<file path="src/design/spmadd_pkg.sv">
// Shared types for the sparse polynomial merge adder.
package spmadd_pkg;

    // Coefficient and exponent widths of one term.
    localparam int COEFF_W = 32;
    localparam int EXP_W   = 16;

    // One stored term of a polynomial list.
    typedef struct packed {
        logic signed [COEFF_W-1:0] coeff;
        logic        [EXP_W-1:0]   exponent;
    } t_term;

endpackage

</file>
<file path="src/design/spmadd_list_mem.sv">
// Term store of one polynomial: one write port, one registered read port.
module spmadd_list_mem #(
    parameter int DEPTH = 16,
    parameter int AW    = 4
) (
    input  logic                 i_clk,
    input  logic                 i_wr_en,
    input  logic [AW-1:0]        i_wr_addr,
    input  spmadd_pkg::t_term    i_wr_data,
    input  logic [AW-1:0]        i_rd_addr,
    output spmadd_pkg::t_term    o_rd_data
);

    spmadd_pkg::t_term r_mem [DEPTH];
    spmadd_pkg::t_term r_rd_data;

    // Write port.
    always_ff @(posedge i_clk) begin
        if (i_wr_en) begin
            r_mem[i_wr_addr] <= i_wr_data;
        end
    end

    // Registered read port.
    always_ff @(posedge i_clk) begin
        r_rd_data <= r_mem[i_rd_addr];
    end

    assign o_rd_data = r_rd_data;

endmodule

</file>
<file path="src/design/sparse_polynomial_merge_add_core.sv">
// Sparse polynomial adder: loads two term lists and merges them into their sum.
// Loading takes one input word per cycle; the input stalls from the closing word until
// the merge has handed its last result to the output register.
// The merge first primes the term store reads, then forms a result whenever the output
// register can take a word (up to 2*MAX_TERMS results).
// Reset (synchronous, active low) empties both lists and drops any pending result.
module sparse_polynomial_merge_add_core #(
    parameter int MAX_TERMS = 16
) (
    input  logic               i_clk,
    input  logic               i_rst_n,
    input  logic               i_in_valid,
    output logic               o_in_stall,
    input  logic               i_op,
    input  logic signed [31:0] i_term_coeff,
    input  logic [15:0]        i_term_exponent,
    input  logic               i_term_present,
    input  logic               i_list_last,
    output logic               o_out_valid,
    input  logic               i_out_stall,
    output logic signed [31:0] o_sum_coeff,
    output logic [15:0]        o_sum_exponent,
    output logic               o_term_valid,
    output logic               o_coeff_saturated,
    output logic               o_list_overflow,
    output logic               o_last_term
);

    localparam int CW = $clog2(MAX_TERMS + 1);
    localparam int AW = (MAX_TERMS > 1) ? $clog2(MAX_TERMS) : 1;
    localparam logic [CW-1:0] FULL = CW'(MAX_TERMS);

    localparam logic [1:0] ST_LOAD  = 2'd0;
    localparam logic [1:0] ST_PREP  = 2'd1;
    localparam logic [1:0] ST_MERGE = 2'd2;

    logic [1:0]    r_state, n_state;
    logic [CW-1:0] r_cnt_a, n_cnt_a, r_cnt_b, n_cnt_b;
    logic [CW-1:0] r_i, n_i, r_j, n_j;
    logic          r_closed_a, n_closed_a, r_closed_b, n_closed_b;
    logic          r_ovf, n_ovf;
    logic          r_out_valid, n_out_valid;

    logic signed [31:0] r_sum_coeff, n_sum_coeff;
    logic [15:0]        r_sum_exponent, n_sum_exponent;
    logic               r_term_valid, n_term_valid;
    logic               r_coeff_sat, n_coeff_sat;
    logic               r_list_ovf, n_list_ovf;
    logic               r_last_term, n_last_term;

    logic              in_acc, take, full_a, full_b, wr_a, wr_b;
    logic              adv, load_out;
    logic              have_a, have_b, eq, pick_a, done;
    logic signed [32:0] sum_wide;
    logic              sum_sat;
    logic signed [31:0] sum_clamp;
    logic [AW-1:0]     rd_addr_a, rd_addr_b;
    spmadd_pkg::t_term wr_term, rd_a, rd_b;

    // Term stores of the two polynomials.
    assign wr_term.coeff    = i_term_coeff;
    assign wr_term.exponent = i_term_exponent;

    spmadd_list_mem #(.DEPTH(MAX_TERMS), .AW(AW)) u_mem_a (
        .i_clk     (i_clk),
        .i_wr_en   (wr_a),
        .i_wr_addr (r_cnt_a[AW-1:0]),
        .i_wr_data (wr_term),
        .i_rd_addr (rd_addr_a),
        .o_rd_data (rd_a)
    );

    spmadd_list_mem #(.DEPTH(MAX_TERMS), .AW(AW)) u_mem_b (
        .i_clk     (i_clk),
        .i_wr_en   (wr_b),
        .i_wr_addr (r_cnt_b[AW-1:0]),
        .i_wr_data (wr_term),
        .i_rd_addr (rd_addr_b),
        .o_rd_data (rd_b)
    );

    // Loading side: a word for a closed list is ignored.
    assign o_in_stall = (r_state != ST_LOAD);
    assign in_acc = i_in_valid && !o_in_stall;
    assign take   = in_acc && !(i_op ? r_closed_b : r_closed_a);
    assign full_a = (r_cnt_a == FULL);
    assign full_b = (r_cnt_b == FULL);
    assign wr_a   = take && !i_op && i_term_present && !full_a;
    assign wr_b   = take && i_op && i_term_present && !full_b;

    // Merge step on the terms currently read out at indexes i and j.
    assign have_a = (r_i < r_cnt_a);
    assign have_b = (r_j < r_cnt_b);
    assign eq     = have_a && have_b && (rd_a.exponent == rd_b.exponent);
    assign pick_a = !have_b || (have_a && (rd_a.exponent > rd_b.exponent));

    // Saturating sum of two Q16.16 coefficients.
    assign sum_wide  = {rd_a.coeff[31], rd_a.coeff} + {rd_b.coeff[31], rd_b.coeff};
    assign sum_sat   = (sum_wide[32] != sum_wide[31]);
    assign sum_clamp = sum_sat ? (sum_wide[32] ? 32'sh8000_0000 : 32'sh7FFF_FFFF)
                               : sum_wide[31:0];

    // The output register takes a new word when it is empty or being drained.
    assign adv      = !r_out_valid || !i_out_stall;
    assign load_out = (r_state == ST_MERGE) && adv;

    always_comb begin
        n_state     = r_state;
        n_cnt_a     = r_cnt_a;
        n_cnt_b     = r_cnt_b;
        n_closed_a  = r_closed_a;
        n_closed_b  = r_closed_b;
        n_ovf       = r_ovf;
        n_i         = r_i;
        n_j         = r_j;
        n_out_valid = r_out_valid && i_out_stall;
        n_sum_coeff    = r_sum_coeff;
        n_sum_exponent = r_sum_exponent;
        n_term_valid   = r_term_valid;
        n_coeff_sat    = r_coeff_sat;
        n_list_ovf     = r_list_ovf;
        n_last_term    = r_last_term;
        done           = 1'b0;

        unique case (r_state)
            ST_LOAD: begin
                n_i = '0;
                n_j = '0;
                if (wr_a) begin
                    n_cnt_a = r_cnt_a + 1'b1;
                end
                if (wr_b) begin
                    n_cnt_b = r_cnt_b + 1'b1;
                end
                if (take && i_term_present && (i_op ? full_b : full_a)) begin
                    n_ovf = 1'b1;
                end
                if (take && i_list_last) begin
                    if (i_op) begin
                        n_closed_b = 1'b1;
                    end else begin
                        n_closed_a = 1'b1;
                    end
                end
                if (n_closed_a && n_closed_b) begin
                    n_state = ST_PREP;
                end
            end
            ST_PREP: begin
                // Index zero of both stores is read during this cycle.
                n_state = ST_MERGE;
            end
            ST_MERGE: begin
                if (load_out) begin
                    n_out_valid = 1'b1;
                    n_list_ovf  = r_ovf;
                    n_coeff_sat = 1'b0;
                    if (!have_a && !have_b) begin
                        // Both lists empty: a single word with no term.
                        n_sum_coeff    = '0;
                        n_sum_exponent = '0;
                        n_term_valid   = 1'b0;
                    end else if (eq) begin
                        n_sum_coeff    = sum_clamp;
                        n_sum_exponent = rd_a.exponent;
                        n_term_valid   = 1'b1;
                        n_coeff_sat    = sum_sat;
                        n_i            = r_i + 1'b1;
                        n_j            = r_j + 1'b1;
                    end else if (pick_a) begin
                        n_sum_coeff    = rd_a.coeff;
                        n_sum_exponent = rd_a.exponent;
                        n_term_valid   = 1'b1;
                        n_i            = r_i + 1'b1;
                    end else begin
                        n_sum_coeff    = rd_b.coeff;
                        n_sum_exponent = rd_b.exponent;
                        n_term_valid   = 1'b1;
                        n_j            = r_j + 1'b1;
                    end
                    done        = (n_i == r_cnt_a) && (n_j == r_cnt_b);
                    n_last_term = done;
                    if (done) begin
                        n_state    = ST_LOAD;
                        n_cnt_a    = '0;
                        n_cnt_b    = '0;
                        n_closed_a = 1'b0;
                        n_closed_b = 1'b0;
                        n_ovf      = 1'b0;
                        n_i        = '0;
                        n_j        = '0;
                    end
                end
            end
            default: begin
                n_state = ST_LOAD;
            end
        endcase
    end

    // Read addresses follow the next indexes so the read data lines up with i and j.
    assign rd_addr_a = (n_i >= FULL) ? '0 : n_i[AW-1:0];
    assign rd_addr_b = (n_j >= FULL) ? '0 : n_j[AW-1:0];

    // Control registers.
    always_ff @(posedge i_clk) begin
        if (!i_rst_n) begin
            r_state     <= ST_LOAD;
            r_cnt_a     <= '0;
            r_cnt_b     <= '0;
            r_closed_a  <= 1'b0;
            r_closed_b  <= 1'b0;
            r_ovf       <= 1'b0;
            r_i         <= '0;
            r_j         <= '0;
            r_out_valid <= 1'b0;
        end else begin
            r_state     <= n_state;
            r_cnt_a     <= n_cnt_a;
            r_cnt_b     <= n_cnt_b;
            r_closed_a  <= n_closed_a;
            r_closed_b  <= n_closed_b;
            r_ovf       <= n_ovf;
            r_i         <= n_i;
            r_j         <= n_j;
            r_out_valid <= n_out_valid;
        end
    end

    // Output word register.
    always_ff @(posedge i_clk) begin
        r_sum_coeff    <= n_sum_coeff;
        r_sum_exponent <= n_sum_exponent;
        r_term_valid   <= n_term_valid;
        r_coeff_sat    <= n_coeff_sat;
        r_list_ovf     <= n_list_ovf;
        r_last_term    <= n_last_term;
    end

    assign o_out_valid       = r_out_valid;
    assign o_sum_coeff       = r_sum_coeff;
    assign o_sum_exponent    = r_sum_exponent;
    assign o_term_valid      = r_term_valid;
    assign o_coeff_saturated = r_coeff_sat;
    assign o_list_overflow   = r_list_ovf;
    assign o_last_term       = r_last_term;

endmodule
</file>
<file path="config.mk">
export PLATFORM = sky130hd
export DESIGN_NAME = sparse_polynomial_merge_add_core
export DESIGN_NICKNAME = d
export VERILOG_FILES = /design/src/design/spmadd_pkg.sv /design/src/design/spmadd_list_mem.sv /design/src/design/sparse_polynomial_merge_add_core.sv
export SDC_FILE = /design/constraint.sdc
export NUM_CORES = 2
export LEC_CHECK = 0
export BUFFER_PORTS_ARGS = -buffer_cell sky130_fd_sc_hd__buf_2
export CORE_MARGIN = 4
export CORE_UTILIZATION = 62
export CTS_CLUSTER_DIAMETER = 100
export DETAILED_ROUTE_END_ITERATION = 16
export PLACE_DENSITY = 0.79
export SYNTH_ARGS = -nofsm -noshare
export SYNTH_HDL_FRONTEND = slang
export SYNTH_HIERARCHICAL = 1
export SYNTH_SLANG_ARGS = --single-unit
</file>
<file path="constraint.sdc">
create_clock -name i_clk -period 7.6 [get_ports i_clk]
set_input_delay 1.52 -clock i_clk [delete_from_list [all_inputs] [get_ports i_clk]]
set_output_delay 1.52 -clock i_clk [all_outputs]
set_load 0.05 [all_outputs]
</file>
==> results_dict.tcl <==
set metrics [dict create \
    syn_area_um2 65950 \
    crit_top_cell "buf_12" \
    synth-seq-cells 1710 \
    slowest_delay_ns 0.77 \
    finClkSkew_ns 0.03138 \
    required_ns 8.23 \
    clock_latency_ns 0.76 \
    clock_path_buffers 3 \
    die_area_um2 111600 \
    outcome "finished clean" \
    power_leakage_nw 23.48 \
    ys_types 64 \
    root_buffer "clkbuf_16" \
    cts_max_level 4 \
    final_util 0.7024 \
    vdd_drop_max_v 0.0002153 \
    grt_max_degree 81 \
    drv_cap 0 \
    async_reset_ff_frac 0 \
    reg2reg_depth 18 \
    synth_enable_flop_cells 1588 \
    hold_viol_final 0 \
    die_x_um 334.1 \
    grt_pass1_wl_mm 250.7 \
    syn2layout_area_growth_pct 12.28 \
    die_h_um 334.1 \
    wl_mm 174.0 \
    numCtsBuffers 163 \
    drive_gt1_frac 0.2461 \
    grt_use_total 0.3148 \
    ys_top_cells_by_area "edfxtp_1 (72%), mux4_2 (13%), dfxtp_1 (3.7%)" \
    holdBufCountCts 0 \
    worstPathArrival_ns 6.43 \
    viasPerCell 7.111 \
    crit_family "compound AO/OA/AOI/OAI gates" \
    cp_num_cells 18 \
    tightest_slew_ns 1.346 \
    drtAntennaViolNets 0 \
    cts_setup_buffers 0 \
    gp_congestion 0.9077 \
    pre_cts_slack_ns 2.003 \
    fill_cells 6040 \
    period_needed_ns 5.803 \
    synth_cells 3279 \
    post_cts_resized 0 \
    cts_tree "built" \
    drc_errors 0 \
    initial_core_util 0.6256 \
    boundaryPins 109 \
    synth_area_per_cell_um2 20.11 \
    maxSlewHeadroom 0.1004 \
    finalCritPeriodShare 0.7635 \
    seq_area_frac_synth 0.7601 \
    yosys.area.top_type "edfxtp_1" \
    hold_depth 0 \
    yosys.area.top_type_share 0.7231 \
    fin_ws_ns 1.797 \
    drt_pass1_iterations 6 \
    hpwl_mm 92.10 \
    slew_violations 0 \
    timing.fmax_mhz 172.3 \
    power_density_nw_per_um2 253.7 \
    cpMaxStageDelayCell "a221oi_1" \
    antenna_found_initial 8 \
    final_cell_mix "edfxtp_1 (1588), mux4_2 (384), nand2_1 (200), a22oi_1 (193), clkbuf_16 (168)" \
    grt_overflow 0 \
    cp-start-kind "flip-flop" \
    grt_pass1_vias 36149 \
    rsz0062_at_grt "false" \
    crit_type "reg -> reg" \
    fp-row-count 119 \
    synth_ff_type "edfxtp_1" \
    final_common_cell "edfxtp_1" \
    drtIter0Drc 5754 \
    synth.net_count 3397 \
    io_buffers 108 \
    yosysWarnings 6 \
    cts.sinks 1710 \
    fin_nets 3612 \
    num_vias 35746 \
    tns_ns 0 \
    crit_fanout 37 \
    core_area_um2 105400 \
    clk_pin_slew_ns 0.06 \
    crit_path_end_kind "flip-flop" \
    setup_violations 0 \
    critical_path_buf_inv_count 4 \
    path_cells "inv_1 -> ha_1 -> a21oi_1 -> o21ai_0 -> a221oi_1 -> o211ai_2 -> or2_0 -> a32o_1 -> o31ai_1 -> buf_4 -> o21ai_1 -> a21o_1 -> nor2_4 -> buf_12 -> buf_12 -> mux4_2 -> a22oi_1 -> nand2_1" \
    min-delay-path-class "reg -> reg" \
    post_drt_wl_per_cell_um 34.62 \
]
## where the power goes
| group | internal, mW | leakage (nW) | switching [mW] | total (mW) |
|---|---|---|---|---|
| Combinational | 0.109 | 5.58 | 0.306 | 0.415 |
| Clock | 4.57 | 2.59 | 3.45 | 8.02 |
| Sequential | 10.3 | 15.3 | 0.0276 | 10.3 |
## area by class of cell
type / count / area, µm² / area share
Inverter: 47 / 176.4 / 0.002383
Sequential cell: 1710 / 50130 / 0.6770
Clock buffer: 209 / 4418 / 0.05967
Clock inverter: 94 / 880.8 / 0.01190
Antenna cell: 4 / 10.01 / 0.0001352
Multi-Input combinational cell: 1368 / 15240 / 0.2059
Timing Repair Buffer: 204 / 1449 / 0.01957
Tap cell: 1391 / 1740 / 0.02350
## cells in the mapped netlist, types with 6 or more instances
cell type     n
nand3_1      19
clkbuf_1     73
o21ai_0      42
a21oi_1      95
a21o_1       12
a22o_1        9
dfxtp_1     122
buf_4        36
nand2_1     201
nor3_1       25
nor2_1       68
a211oi_1     27
a31oi_1      10
a22oi_1     193
o21a_1        8
mux4_2      384
o21ai_1       6
xor2_1       14
nor2b_1      20
nand3b_1      6
buf_2        14
nand4_1      11
nand2b_1     15
edfxtp_1   1588
buf_1        31
and3_1       25
ha_1         62
and2_1       10
xnor2_1      34
inv_1        47
## path summary, 6_finish.rpt
| kind | start | slack [ns] | end |
|---|---|---|---|
| worst max-delay path | u_mem_b/o_rd_data[5] | 1.80 | u_mem_b/o_rd_data[34] |
| worst min-delay path | r_ovf | 0.47 | o_list_overflow |
| worst max register to register | u_mem_b/o_rd_data[5] | 1.80 | u_mem_b/o_rd_data[34] |
| worst min register to register | r_ovf | 0.47 | o_list_overflow |
## flip-flops by register name, indices dropped and copies added (netlist names), 16 cells and up
register,cells
o_sum_exponent,16
u_mem_b/r_mem,768
u_mem_a/r_mem,768
u_mem_a/o_rd_data,48
o_sum_coeff,32
u_mem_b/o_rd_data,48
## metal layers
| metal | wire [µm] | GRT usage | vias up |
|---|---|---|---|
| met5 | 41 | 0 | - |
| met4 | 7689 | 0.1256 | 6 |
| met3 | 24020 | 0.08796 | 529 |
| met2 | 82220 | 0.4862 | 2919 |
| met1 | 60080 | 0.4354 | 18320 |
| li1 | - | - | 13972 |
## cells by family (layout without fill, tap and decap cells)
kind of cell             after synthesis  in the layout  share of synthesized area
AO/OA/AOI/OAI                        443            443                    0.04567
XOR/XNOR                              48             48                   0.006375
adder cells (fa/ha/maj)               63             63                    0.01207
buffers and inverters                201            554                    0.01376
flip-flops                          1710           1710                     0.7601
multiplexers                         389            389                     0.1319
other                                  0              4                          0
AND/OR/NAND/NOR                      425            425                    0.03009
## stage by stage
step / std cells / total power [mW] / area (µm²) / hold slack, ns
after floorplan: 3279 / 10.73 / 65950 / 0.4090
after global placement: 4720 / 10.92 / 68740 / 0.4184
after detailed placement: 4720 / 10.94 / 68740 / 0.4500
after CTS: 5023 / 18.85 / 74040 / 0.4646
after global routing: 5025 / 19.31 / 74040 / 0.4797
final: 5027 / 18.78 / 74050 / 0.4653
## worst register-to-register path, stage by stage (launching register included)
cell and delay [ns]:
dfxtp_1 0.34, inv_1 0.06, ha_1 0.30, a21oi_1 0.19, o21ai_0 0.14, a221oi_1 0.78, o211ai_2 0.36, or2_0 0.31
a32o_1 0.27, o31ai_1 0.21, buf_4 0.23, o21ai_1 0.07, a21o_1 0.30, nor2_4 0.54, buf_12 0.30, buf_12 0.36
mux4_2 0.60, a22oi_1 0.25, nand2_1 0.09
Power figures use the tool's default switching activity.
